**src/rtl/efppf_pkg.sv**
```systemverilog
// Shared types, constants and codes for the Ethernet frame class and port filter.
`default_nettype none

package efppf_pkg;

  // Default width of the accepted-frame counter.
  localparam int COUNT_WIDTH_DEFAULT = 32;

  // Entries in the queue between the capture front and the filter back.
  localparam int QUEUE_DEPTH = 2;

  // Width of the configuration index; wide enough to address past the list.
  localparam int CFG_INDEX_WIDTH = 8;

  // Ethertypes of interest.
  localparam logic [15:0] ETH_IPV4 = 16'h0800;
  localparam logic [15:0] ETH_ARP  = 16'h0806;
  localparam logic [15:0] ETH_IPV6 = 16'h86DD;

  // IP protocol numbers.
  localparam logic [7:0] PROTO_ICMP   = 8'd1;
  localparam logic [7:0] PROTO_TCP    = 8'd6;
  localparam logic [7:0] PROTO_UDP    = 8'd17;
  localparam logic [7:0] PROTO_ICMPV6 = 8'd58;

  // Byte offsets within the frame.
  localparam logic [6:0] POS_ETYPE_HI    = 7'd12;
  localparam logic [6:0] POS_ETYPE_LO    = 7'd13;
  localparam logic [6:0] POS_IP_HDR      = 7'd14;
  localparam logic [6:0] POS_V4_PROTO    = 7'd23;
  localparam logic [6:0] POS_V6_NEXT_HDR = 7'd20;
  localparam logic [6:0] POS_V4_PORTS    = 7'd34;
  localparam logic [6:0] POS_V6_PORTS    = 7'd54;
  localparam logic [6:0] POS_MAX         = 7'd127;

  // Minimum frame lengths.
  localparam logic [7:0] LEN_ETH_MIN   = 8'd14;
  localparam logic [7:0] LEN_V4_MIN    = 8'd24;
  localparam logic [7:0] LEN_V6_MIN    = 8'd21;
  localparam logic [7:0] LEN_V4_PORTS  = 8'd38;
  localparam logic [7:0] LEN_V6_PORTS  = 8'd58;

  // Frame class codes.
  localparam logic [2:0] CLS_OTHER = 3'd0;
  localparam logic [2:0] CLS_ICMP  = 3'd1;
  localparam logic [2:0] CLS_TCP   = 3'd2;
  localparam logic [2:0] CLS_UDP   = 3'd3;
  localparam logic [2:0] CLS_ARP   = 3'd4;

  // Configuration register indexes.
  localparam logic [CFG_INDEX_WIDTH-1:0] CFG_CLASS_ENABLE_MASK = 8'd0;
  localparam logic [CFG_INDEX_WIDTH-1:0] CFG_PORT_MATCH_ENABLE = 8'd1;
  localparam logic [CFG_INDEX_WIDTH-1:0] CFG_MATCH_PORT        = 8'd2;
  localparam logic [CFG_INDEX_WIDTH-1:0] CFG_FRAME_LIMIT       = 8'd3;

  // One input transaction: a frame byte and its end-of-frame mark.
  typedef struct packed {
    logic [7:0] frame_byte;
    logic       last_byte;
  } in_t;

  // One result transaction.
  typedef struct packed {
    logic        accepted;
    logic [2:0]  frame_class;
    logic [15:0] source_port;
    logic [15:0] destination_port;
    logic [31:0] accepted_total;
    logic        limit_reached;
  } out_t;

  // Per-frame summary handed from the capture front to the filter back.
  typedef struct packed {
    logic [2:0]  frame_class;
    logic        ports_ok;
    logic [15:0] source_port;
    logic [15:0] destination_port;
  } summary_t;

  // Configuration registers as seen by the filter back.
  typedef struct packed {
    logic [3:0]  class_enable_mask;
    logic        port_match_enable;
    logic [15:0] match_port;
    logic [31:0] frame_limit;
  } cfg_t;

endpackage

`default_nettype wire

```
**src/rtl/efppf_front.sv**
```systemverilog
// Capture front: tracks byte position, captures header fields, classifies each frame.
`default_nettype none

module efppf_front (
  input  wire logic              clk,
  input  wire logic              rst,
  input  wire logic              take,
  input  wire efppf_pkg::in_t    in_data,
  output logic                   push,
  output efppf_pkg::summary_t    summary
);

  logic [6:0]  pos;
  logic [15:0] ethertype;
  logic [7:0]  protocol;
  logic [15:0] src_port;
  logic [15:0] dst_port;

  logic [15:0] ethertype_next;
  logic [7:0]  protocol_next;
  logic [15:0] src_port_next;
  logic [15:0] dst_port_next;
  logic        is_v4;
  logic        is_v6;
  logic [6:0]  base;
  logic [7:0]  len;
  logic [7:0]  port_end;
  logic [2:0]  cls;
  logic        ports_ok;
  logic [7:0]  b;

  assign b = in_data.frame_byte;

  // Field capture, including the byte being taken this cycle.
  always_comb begin
    ethertype_next = ethertype;
    if (pos == efppf_pkg::POS_ETYPE_HI) begin
      ethertype_next[15:8] = b;
    end else if (pos == efppf_pkg::POS_ETYPE_LO) begin
      ethertype_next[7:0] = b;
    end
    is_v4 = (ethertype_next == efppf_pkg::ETH_IPV4);
    is_v6 = (ethertype_next == efppf_pkg::ETH_IPV6);
    base  = is_v4 ? efppf_pkg::POS_V4_PORTS : efppf_pkg::POS_V6_PORTS;

    protocol_next = protocol;
    if ((is_v4 && pos == efppf_pkg::POS_V4_PROTO) ||
        (is_v6 && pos == efppf_pkg::POS_V6_NEXT_HDR)) begin
      protocol_next = b;
    end

    src_port_next = src_port;
    dst_port_next = dst_port;
    if ((is_v4 || is_v6) && pos >= efppf_pkg::POS_IP_HDR) begin
      if (pos == base) begin
        src_port_next[15:8] = b;
      end else if (pos == base + 7'd1) begin
        src_port_next[7:0] = b;
      end else if (pos == base + 7'd2) begin
        dst_port_next[15:8] = b;
      end else if (pos == base + 7'd3) begin
        dst_port_next[7:0] = b;
      end
    end
  end

  // Classification of the frame that ends with this byte.
  always_comb begin
    len      = {1'b0, pos} + 8'd1;
    cls      = efppf_pkg::CLS_OTHER;
    port_end = 8'd0;
    if (len >= efppf_pkg::LEN_ETH_MIN) begin
      if (ethertype_next == efppf_pkg::ETH_ARP) begin
        cls = efppf_pkg::CLS_ARP;
      end else if (is_v4 && len >= efppf_pkg::LEN_V4_MIN) begin
        port_end = efppf_pkg::LEN_V4_PORTS;
        if (protocol_next == efppf_pkg::PROTO_ICMP) begin
          cls = efppf_pkg::CLS_ICMP;
        end else if (protocol_next == efppf_pkg::PROTO_TCP) begin
          cls = efppf_pkg::CLS_TCP;
        end else if (protocol_next == efppf_pkg::PROTO_UDP) begin
          cls = efppf_pkg::CLS_UDP;
        end
      end else if (is_v6 && len >= efppf_pkg::LEN_V6_MIN) begin
        port_end = efppf_pkg::LEN_V6_PORTS;
        if (protocol_next == efppf_pkg::PROTO_ICMPV6) begin
          cls = efppf_pkg::CLS_ICMP;
        end else if (protocol_next == efppf_pkg::PROTO_TCP) begin
          cls = efppf_pkg::CLS_TCP;
        end else if (protocol_next == efppf_pkg::PROTO_UDP) begin
          cls = efppf_pkg::CLS_UDP;
        end
      end
    end
    ports_ok = (cls == efppf_pkg::CLS_TCP || cls == efppf_pkg::CLS_UDP) &&
               (len >= port_end);

    summary.frame_class      = cls;
    summary.ports_ok         = ports_ok;
    summary.source_port      = ports_ok ? src_port_next : 16'd0;
    summary.destination_port = ports_ok ? dst_port_next : 16'd0;
  end

  assign push = take && in_data.last_byte;

  // Position and capture registers; everything clears after the last byte.
  always_ff @(posedge clk) begin
    if (rst || push) begin
      pos       <= 7'd0;
      ethertype <= 16'd0;
      protocol  <= 8'd0;
      src_port  <= 16'd0;
      dst_port  <= 16'd0;
    end else if (take) begin
      if (pos != efppf_pkg::POS_MAX) begin
        pos <= pos + 7'd1;
      end
      ethertype <= ethertype_next;
      protocol  <= protocol_next;
      src_port  <= src_port_next;
      dst_port  <= dst_port_next;
    end
  end

endmodule

`default_nettype wire

```
**src/rtl/efppf_queue.sv**
```systemverilog
// Short queue of frame summaries between the capture front and the filter back.
`default_nettype none

module efppf_queue (
  input  wire logic                 clk,
  input  wire logic                 rst,
  input  wire logic                 push,
  input  wire efppf_pkg::summary_t  push_data,
  output logic                      full,
  output logic                      valid,
  input  wire logic                 pop,
  output efppf_pkg::summary_t       pop_data
);

  localparam int PTR_W = (efppf_pkg::QUEUE_DEPTH > 1) ? $clog2(efppf_pkg::QUEUE_DEPTH) : 1;
  localparam int CNT_W = $clog2(efppf_pkg::QUEUE_DEPTH + 1);

  efppf_pkg::summary_t entries [efppf_pkg::QUEUE_DEPTH];
  logic [PTR_W-1:0] wr_ptr;
  logic [PTR_W-1:0] rd_ptr;
  logic [CNT_W-1:0] fill;

  assign full     = (fill == CNT_W'(efppf_pkg::QUEUE_DEPTH));
  assign valid    = (fill != '0);
  assign pop_data = entries[rd_ptr];

  // Storage write.
  always_ff @(posedge clk) begin
    if (push) begin
      entries[wr_ptr] <= push_data;
    end
  end

  // Pointer and fill tracking.
  always_ff @(posedge clk) begin
    if (rst) begin
      wr_ptr <= '0;
      rd_ptr <= '0;
      fill   <= '0;
    end else begin
      if (push) begin
        wr_ptr <= (wr_ptr == PTR_W'(efppf_pkg::QUEUE_DEPTH - 1)) ? '0 : wr_ptr + 1'b1;
      end
      if (pop) begin
        rd_ptr <= (rd_ptr == PTR_W'(efppf_pkg::QUEUE_DEPTH - 1)) ? '0 : rd_ptr + 1'b1;
      end
      if (push && !pop) begin
        fill <= fill + 1'b1;
      end else if (pop && !push) begin
        fill <= fill - 1'b1;
      end
    end
  end

endmodule

`default_nettype wire

```
**src/rtl/efppf_back.sv**
```systemverilog
// Filter back: applies class enables and port match, counts accepted frames, holds the result.
`default_nettype none

module efppf_back #(
  parameter int COUNT_WIDTH = efppf_pkg::COUNT_WIDTH_DEFAULT
) (
  input  wire logic                 clk,
  input  wire logic                 rst,
  input  wire efppf_pkg::cfg_t      cfg,
  input  wire logic                 q_valid,
  input  wire efppf_pkg::summary_t  q_data,
  output logic                      q_pop,
  output logic                      out_valid,
  input  wire logic                 out_ready,
  output efppf_pkg::out_t           out_data
);

  localparam int CMP_W = (COUNT_WIDTH > 32) ? COUNT_WIDTH : 32;

  logic [COUNT_WIDTH-1:0] count;
  logic [COUNT_WIDTH-1:0] count_next;
  logic                   stopped;
  logic                   acc;
  logic                   port_hit;
  logic                   reached;
  logic                   emit;

  // Take a summary whenever the output register is free or being emptied.
  assign q_pop = q_valid && (!out_valid || out_ready);
  assign emit  = q_pop && !stopped;

  // Acceptance decision for the summary at the head of the queue.
  always_comb begin
    port_hit = (cfg.match_port == q_data.source_port) ||
               (cfg.match_port == q_data.destination_port);
    case (q_data.frame_class)
      efppf_pkg::CLS_ICMP: acc = cfg.class_enable_mask[0];
      efppf_pkg::CLS_ARP:  acc = cfg.class_enable_mask[3];
      efppf_pkg::CLS_TCP:  acc = q_data.ports_ok && cfg.class_enable_mask[1] &&
                                 (!cfg.port_match_enable || port_hit);
      efppf_pkg::CLS_UDP:  acc = q_data.ports_ok && cfg.class_enable_mask[2] &&
                                 (!cfg.port_match_enable || port_hit);
      default:             acc = 1'b0;
    endcase
    count_next = count;
    if (acc && count != '1) begin
      count_next = count + 1'b1;
    end
    reached = (CMP_W'(count_next) >= CMP_W'(cfg.frame_limit));
  end

  // Counter and sticky stop flag.
  always_ff @(posedge clk) begin
    if (rst) begin
      count   <= '0;
      stopped <= 1'b0;
    end else if (emit) begin
      count <= count_next;
      if (reached) begin
        stopped <= 1'b1;
      end
    end
  end

  // Output valid; summaries arriving after the stop are dropped.
  always_ff @(posedge clk) begin
    if (rst) begin
      out_valid <= 1'b0;
    end else if (emit) begin
      out_valid <= 1'b1;
    end else if (out_ready) begin
      out_valid <= 1'b0;
    end
  end

  // Result payload register.
  always_ff @(posedge clk) begin
    if (emit) begin
      out_data.accepted         <= acc;
      out_data.frame_class      <= q_data.frame_class;
      out_data.source_port      <= q_data.source_port;
      out_data.destination_port <= q_data.destination_port;
      out_data.accepted_total   <= 32'(count_next);
      out_data.limit_reached    <= reached;
    end
  end

endmodule

`default_nettype wire

```
**src/rtl/ethernet_frame_protocol_port_filter_unit.sv**
```systemverilog
// Top level of the Ethernet frame class and port filter.
//
// Frame bytes enter on the in channel (in_valid/in_ready, in_data) one per
// transaction in wire order, with last_byte set on the final byte. Each
// frame that ends before the stop produces one result transaction on the
// out channel (out_valid/out_ready, out_data), carrying the class, the
// captured ports, the acceptance decision and the running accepted count.
// Configuration registers are written through cfg_valid/cfg_ready with
// cfg_index and cfg_data; cfg_ready is always high, unknown indexes are
// dropped, and writes are meant for idle periods only.
// Throughput is one byte per cycle while in_ready is high. The capture
// front forms each summary at the frame's last byte; it is written to the
// summary queue, then registered in the filter back's output register.
// When the receiver stalls, finished summaries wait in a two-entry queue;
// in_ready falls only when that queue is full.
// Reset clears the byte position, the captures, the accepted count and
// the stop flag, and loads the register defaults (all classes enabled,
// no port match, frame limit one).
`default_nettype none

module ethernet_frame_protocol_port_filter_unit #(
  parameter int COUNT_WIDTH = efppf_pkg::COUNT_WIDTH_DEFAULT
) (
  input  wire logic                                  clk,
  input  wire logic                                  rst,
  input  wire logic                                  in_valid,
  output logic                                       in_ready,
  input  wire efppf_pkg::in_t                        in_data,
  output logic                                       out_valid,
  input  wire logic                                  out_ready,
  output efppf_pkg::out_t                            out_data,
  input  wire logic                                  cfg_valid,
  output logic                                       cfg_ready,
  input  wire logic [efppf_pkg::CFG_INDEX_WIDTH-1:0] cfg_index,
  input  wire logic [31:0]                           cfg_data
);

  efppf_pkg::cfg_t     cfg;
  efppf_pkg::summary_t front_summary;
  efppf_pkg::summary_t q_data;
  logic                front_push;
  logic                q_full;
  logic                q_valid;
  logic                q_pop;
  logic                take;

  assign cfg_ready = 1'b1;
  assign in_ready  = !q_full;
  assign take      = in_valid && in_ready;

  // Configuration register file.
  always_ff @(posedge clk) begin
    if (rst) begin
      cfg.class_enable_mask <= 4'hF;
      cfg.port_match_enable <= 1'b0;
      cfg.match_port        <= 16'd0;
      cfg.frame_limit       <= 32'd1;
    end else if (cfg_valid && cfg_ready) begin
      case (cfg_index)
        efppf_pkg::CFG_CLASS_ENABLE_MASK: cfg.class_enable_mask <= cfg_data[3:0];
        efppf_pkg::CFG_PORT_MATCH_ENABLE: cfg.port_match_enable <= cfg_data[0];
        efppf_pkg::CFG_MATCH_PORT:        cfg.match_port        <= cfg_data[15:0];
        efppf_pkg::CFG_FRAME_LIMIT:       cfg.frame_limit       <= cfg_data;
        default: ;
      endcase
    end
  end

  efppf_front u_front (
    .clk     (clk),
    .rst     (rst),
    .take    (take),
    .in_data (in_data),
    .push    (front_push),
    .summary (front_summary)
  );

  efppf_queue u_queue (
    .clk       (clk),
    .rst       (rst),
    .push      (front_push),
    .push_data (front_summary),
    .full      (q_full),
    .valid     (q_valid),
    .pop       (q_pop),
    .pop_data  (q_data)
  );

  efppf_back #(
    .COUNT_WIDTH (COUNT_WIDTH)
  ) u_back (
    .clk       (clk),
    .rst       (rst),
    .cfg       (cfg),
    .q_valid   (q_valid),
    .q_data    (q_data),
    .q_pop     (q_pop),
    .out_valid (out_valid),
    .out_ready (out_ready),
    .out_data  (out_data)
  );

endmodule

`default_nettype wire

```
**config.mk**
```make
export PLATFORM = sky130hd
export DESIGN_NAME = ethernet_frame_protocol_port_filter_unit
export DESIGN_NICKNAME = d
export VERILOG_FILES = /design/src/rtl/efppf_pkg.sv /design/src/rtl/efppf_front.sv /design/src/rtl/efppf_queue.sv /design/src/rtl/efppf_back.sv /design/src/rtl/ethernet_frame_protocol_port_filter_unit.sv
export SDC_FILE = /design/constraint.sdc
export NUM_CORES = 1
export LEC_CHECK = 0
export BUFFER_PORTS_ARGS = -buffer_cell sky130_fd_sc_hd__buf_4
export CORE_UTILIZATION = 40
export CTS_CLUSTER_SIZE = 14
export DETAILED_ROUTE_END_ITERATION = 8
export PLACE_DENSITY = 0.57
export RECOVER_POWER = 100
export SYNTH_ARGS = -nofsm -noshare
export SYNTH_HDL_FRONTEND = slang
export SYNTH_HIERARCHICAL = 1
export SYNTH_SLANG_ARGS = --single-unit
```
**constraint.sdc**
```tcl
create_clock -name clk -period 4.3 [get_ports clk]
set_input_delay 0.86 -clock clk [delete_from_list [all_inputs] [get_ports clk]]
set_output_delay 0.86 -clock clk [all_outputs]
set_load 0.03 [all_outputs]
```
==> impl_metrics.py, run 1 <==
metrics = {
    "clocking": {
        "cts.sinks": 296,
        "cts_max_level": 2,
        "cts_tree": "done",
        "cts_made_buffers": 35,
        "cts_hold_buffers": 0,
        "insertion_delay_ps": 540,
        "clk_pin_slew_ps": 60,
        "clockBufferDepth": 3,
        "cts-root-buf": "clkbuf_16",
    },
    "status": {
        "status": "finished with violations",
        "violations": "setup timing",
    },
    "power_and_ir_drop": {
        "p_clk_frac": 0.339,
        "power.internal_mw": 6.37,
        "switchingPower_mw": 2.79,
        "p_leak_nw": 7.77,
        "switching_share": 0.305,
        "p_seq_frac": 0.387,
        "power.density_nw_per_um2": 503,
        "vdd_drop_max_mv": 0.283,
        "combPwrFrac": 0.273,
    },
    "floorplanning": {
        "die_h_um": 194,
        "die_x_um": 194,
        "pin_count": 126,
        "start_util": 0.410,
        "rows": 69,
        "coreArea_um2": 35800,
        "dieArea_um2": 37500,
    },
    "setup_path": {
        "timing.critical_path.buf_inv": 6,
        "worstPathArrival_ps": 4670,
        "crit_chain": "buf_16 > buf_4 > buf_12 > mux2_4 > xor2_1 > nor4_1 > nand4_1 > buf_4 > a31oi_4 > buf_6 > nand2_4 > buf_4 > nor2_1 > xor2_1 > ha_1 > a21o_1 > a21oi_2 > o221ai_2 > a311o_1 > a21oi_2 > nor2_1",
        "cp_data_required_time_ps": 4670,
        "worst_setup_path_start_kind": "flop",
        "cp_top_family": "compound AO/OA/AOI/OAI gates",
        "path_max_fanout": 6,
        "critPathMaxStageDelay_ps": 400,
        "slowest_stage": "dfxtp_4",
        "critical_path_class": "reg2reg",
        "crit_top_cell": "buf_4",
        "cp-end-kind": "flop",
    },
    "logic_synthesis": {
        "synth_largest_area_cell": "edfxtp_1",
        "ys.flop_type": "dfxtp_1",
        "synth_nets": 1453,
        "netlist_instances": 1355,
        "yosysUniqueCellTypes": 84,
        "synth-async-reset-ratio": 0,
        "ys_seq_elements": 296,
        "synth_area_leaders": "edfxtp_1, dfxtp_1, mux2i_1",
        "syn_avg_cell_area_um2": 10.8,
        "synth-edff-count": 141,
        "synthesis.area_um2": 14700,
        "synth_top_area_frac": 0.288,
        "ys_seq_area_frac": 0.499,
        "synth_warnings": 6,
    },
    "layout": {
        "instances_no_fill": 2040,
        "drive_gt1_frac": 0.265,
        "fillers": 3247,
        "final_nets": 1650,
        "mostFrequentLayoutCells": "buf_4, dfxtp_1, edfxtp_1",
        "postLayoutCoreUtil": 0.508,
        "syn2layout_area_growth_pct": 24.0,
        "layout_commonest_cell": "buf_4",
    },
    "place": {
        "hpwl_mm": 25.6,
        "port_buffers": 124,
        "gp_congestion": 0.856,
        "place_inst": 1948,
    },
    "timing": {
        "slew_headroom": 0.436,
        "setup_ws_ps": -0.536,
        "tightest_slew_ps": 845,
        "finalCritPeriodShare": 1.00,
        "rsz0062_at_grt": "true",
        "maxSlewViolCount": 0,
        "fin_crit_ps": 4300,
        "setup_viol": 1,
        "finClkSkew_ps": 31.4,
        "finalHoldViolations": 0,
        "fin_hold_ws_ps": 460,
        "max_freq_mhz": 233,
    },
    "global_routing": {
        "grt_use_total": 0.191,
        "overflow": 0,
        "grt_pass1_vias": 10321,
        "grt_max_degree": 87,
        "grt_first_pass_wirelength_mm": 57.0,
        "antenna_found_initial": 0,
    },
    "detailed_routing": {
        "wl_per_cell_um": 17.8,
        "drc": 0,
        "avgViaCountPerCell": 5.14,
        "drtAntennaViolNets": 0,
        "finalWirelength_mm": 36.4,
        "first_pass_iters": 5,
        "first_iter_violations": 550,
        "vias": 10488,
    },
    "run": {
        "cap_violations": 0,
    },
    "min_path": {
        "hold_path_class": "reg2reg",
    },
}
==> routing by layer <==
layer,global-route usage,share of wire,up-vias
met4,0.0495,0.018,0
li1,-,-,5218
met5,0,0,-
met1,0.261,0.47,5011
met2,0.314,0.47,214
met3,0.0322,0.044,45
==> cell type report <==
class	instances	area [µm²]	area share
well taps	461	577	0.0317
flip-flops and latches	296	7340	0.403
clock inverters	19	258	0.0141
diodes	1	2.50	0.000137
inverters	47	178	0.00975
clock buffers	44	951	0.0522
multi-input cells	942	7080	0.389
repair buffers	230	1830	0.100
==> Yosys cell counts, types with 22 or more instances <==
cell        n
nor4_1     24
mux2_2     41
mux2i_1   126
clkbuf_1   38
ha_1       44
nand3_1    46
nor2_1    114
dfxtp_1   155
nor3_1     29
edfxtp_1  141
o21ai_0    22
nand2_1    92
nand4_1    24
inv_1      44
xor2_1     68
nand2b_1   91
a21oi_1    39
==> final timing paths <==
| path | slack, ps | endpoint | cells after the start | start |
|---|---|---|---|---|
| setup reg to reg | -0.5 | u_back/stopped | 21 | flop |
| setup / recovery | -0.5 | u_back/stopped | 21 | flop |
| hold / removal | 460 | u_front/dst_port[6] | 2 | u_front/dst_port[6] |
| hold reg to reg | 460 | u_front/dst_port[6] | 2 | u_front/dst_port[6] |
==> metrics by stage <==
stage,total power [mW],worst slack (ps),instance area [µm²],TNS (ps)
floorplan,4.88,193,14700,0
global placement,5.76,-272,16400,-448
detailed placement,5.78,-416,16400,-730
CTS,9.06,8.84,17900,0
global route,9.54,-228,18200,-345
finish,9.16,-0.536,18200,-0.536
==> flip-flops by register name (all words and copies together) (netlist names), 2 cells and up, named ones only <==
register,cells
u_back/out_data,69
cfg,53
u_back/count,32
u_front/pos,7
u_queue/entries,72
u_front/ethertype,16
u_front/dst_port,16
u_queue/fill,2
u_front/protocol,8
u_front/src_port,16
==> power groups by stage <==
stage | Sequential, mW | Clock [mW] | Combinational, mW
3_3_place_gp | 3.59 | 0 | 2.16
3_5_place_dp | 3.59 | 0 | 2.19
4_1_cts | 3.55 | 3.19 | 2.32
6_report | 3.55 | 3.11 | 2.50
2_1_floorplan | 4.05 | 0 | 0.839
5_1_grt | 3.58 | 3.30 | 2.67
==> tightest hold or removal path, delay by kind of cell, from the launching register on <==
family	cells	cell delay, ps
AND/OR/NAND/NOR	1	50
multiplexers	1	50
flip-flops	1	310
==> cells by family after synthesis <==
| group | Yosys count | synth area share |
|---|---|---|
| simple gates | 522 | 0.196 |
| compound gates | 121 | 0.0566 |
| mux | 170 | 0.121 |
| fa+ha+maj | 44 | 0.0375 |
| flops | 296 | 0.499 |
| other cells | 1 | 0.000255 |
| buf+inv | 118 | 0.0405 |
| xor+xnor | 83 | 0.0495 |
==> what timing repair did <==
item                       in CTS  in global routing
buffers inserted                6                 18
resized for setup              27                 39
pin swaps                      23                 24
gates cloned                    3                  1
setup endpoints to repair       2                  2
No activity file was read; power rests on OpenSTA's default activity.
==> run 2: changes to the inputs <==
Settings changed: CTS_BUF_LIST set to sky130_fd_sc_hd__clkbuf_4 sky130_fd_sc_hd__clkbuf_8.
==> run 2 against run 1 <==
The flow still finishes with violations (setup timing); sequential share of layout area is essentially flat; routed wire length grew 1.3%; via count grew 1.1%; sequential cell count is the same; clock power shrank 7.1%; worst hold slack gained 1.5 ps; design area is essentially flat; highest routed layer unchanged.
==> impl_metrics.py, run 2 (synthesis gave the netlist of run 1 again) <==
metrics = {
    "layout": {
        "layout_commonest_cell": "buf_4",
        "reg_top3": "u_queue/entries: 72 flops, u_back/out_data: 69 flops, cfg: 53 flops",
        "num_antenna_cells": 0,
        "regMostFlops": "u_queue/entries",
        "largest_reg_flops": 72,
        "instances_no_fill": 2072,
        "syn2layout_area_growth_pct": 23.9,
        "mostFrequentLayoutCells": "buf_4, dfxtp_1, edfxtp_1",
        "fillers": 3304,
        "drive_gt1_frac": 0.286,
        "final_nets": 1664,
    },
    "timing": {
        "finalCritPeriodShare": 1.00,
        "fin_crit_ps": 4320,
        "finalHoldViolations": 0,
        "setup_ws_ps": -18.6,
        "rsz0062_at_grt": "true",
        "maxSlewViolCount": 0,
        "fin_hold_ws_ps": 461,
        "finalSetupTns_ps": -18.6,
        "setup_viol": 1,
        "tightest_slew_ps": 856,
        "slew_headroom": 0.428,
        "finClkSkew_ps": 25.9,
        "max_freq_mhz": 232,
    },
    "clocking": {
        "insertion_delay_ps": 630,
        "cts-root-buf": "clkbuf_8",
        "cts_tree": "done",
        "cts_hold_buffers": 0,
        "clockBufferDepth": 3,
        "cts.sinks": 296,
        "clk_pin_slew_ps": 60,
        "cts_made_buffers": 53,
        "cts_max_level": 2,
    },
    "power_and_ir_drop": {
        "p_leak_nw": 7.80,
        "power.density_nw_per_um2": 490,
        "power_mw": 8.92,
        "vdd_drop_max_mv": 0.272,
    },
    "setup_path": {
        "worstPathArrival_ps": 4790,
        "worst_setup_path_start_kind": "flop",
        "cp.depth": 18,
        "crit_top_cell": "buf_6",
        "crit_chain": "buf_6 > clkbuf_16 > mux2_2 > xor2_1 > nor4_1 > nand4_1 > buf_4 > a31oi_4 > and2_4 > buf_6 > mux2_4 > ha_4 > a2111oi_4 > or4_4 > o2111ai_4 > a311o_1 > a21oi_2 > nor2_1",
        "critical_path_class": "reg2reg",
        "cp_data_required_time_ps": 4780,
        "timing.critical_path.buf_inv": 4,
        "cp_top_family": "compound AO/OA/AOI/OAI gates",
        "slowest_stage": "dfxtp_4",
        "cp-end-kind": "flop",
        "path_max_fanout": 6,
        "ff2ff_path_depth": 18,
        "critPathMaxStageDelay_ps": 420,
    },
    "place": {
        "port_buffers": 124,
        "dp_slack_ps": -416,
        "gp_congestion": 0.856,
        "place_inst": 1948,
        "hpwl_mm": 25.6,
    },
    "run": {
        "cap_violations": 0,
    },
    "global_routing": {
        "overflow": 0,
        "grtUsageMet1": 0.260,
        "grt_max_degree": 87,
        "grt_first_pass_wirelength_mm": 57.4,
        "grt_use_total": 0.194,
        "grtUsageMet3": 0.0343,
        "grt_busiest_layer": "met2",
        "grt_pass1_vias": 10435,
        "grtUsageMet2": 0.313,
        "antenna_found_initial": 0,
    },
    "floorplanning": {
        "pin_count": 126,
        "start_util": 0.410,
        "dieArea_um2": 37500,
        "die_h_um": 194,
        "die_x_um": 194,
        "rows": 69,
        "coreArea_um2": 35800,
    },
    "min_path": {
        "hold_path_class": "reg2reg",
        "hold_depth": 2,
    },
    "status": {
        "violations": "setup timing",
        "status": "finished with violations",
    },
    "detailed_routing": {
        "vias": 10606,
        "finalWirelength_mm": 36.9,
        "first_iter_violations": 563,
        "first_pass_iters": 4,
        "avgViaCountPerCell": 5.12,
        "drc": 0,
        "wl_per_cell_um": 17.8,
        "drtAntennaViolNets": 0,
    },
}
==> run 2: metrics by stage <==
| step | cell area, µm² | utilization |
|---|---|---|
| 3_5_place_dp | 16400 | 0.458 |
| 3_3_place_gp | 16400 | 0.458 |
| 5_1_grt | 18200 | 0.508 |
| 4_1_cts | 17800 | 0.498 |
| 6_report | 18200 | 0.508 |
| 2_1_floorplan | 14700 | - |
==> run 2: path summary, 6_finish.rpt <==
path	start	endpoint	slack [ps]
hold / removal	u_front/dst_port[6]	u_front/dst_port[6]	460
setup / recovery	flop	u_back/stopped	-20
hold reg to reg	u_front/dst_port[6]	u_front/dst_port[6]	460
setup reg to reg	flop	u_back/stopped	-20
==> run 2: tightest hold or removal path, delay by kind of cell, from the launching register on <==
family,cells,cell delay [ps]
flops,1,310
simple gates,1,50
mux,1,50
==> run 2: layout make-up <==
type | instances | area (µm²) | area share
clock buffer | 78 | 961 | 0.0528
sequential | 296 | 7340 | 0.403
timing repair buffer | 226 | 1800 | 0.0988
multi-input combinational | 942 | 7120 | 0.391
tap | 461 | 577 | 0.0317
inverter | 47 | 178 | 0.00976
clock inverter | 22 | 223 | 0.0122
==> run 2: routing by layer <==
layer  vias up  share of wire
met3        56          0.043
met4         0          0.022
met2       203           0.47
met5         -              0
li1       5247              -
met1      5100           0.46
==> run 2: report_power, final <==
group          switching (mW)  internal (mW)  total [mW]
registers               0.147           3.40        3.55
logic                    1.48           1.01        2.49
clock network            1.20           1.69        2.89
total                    2.83           6.10        8.92
==> run 2: timing repair <==
action,in CTS,in global routing
gates resized for setup,27,48
setup buffers,6,16
cloned,3,1
pin swaps,23,33
endpoints found under the setup margin,2,2
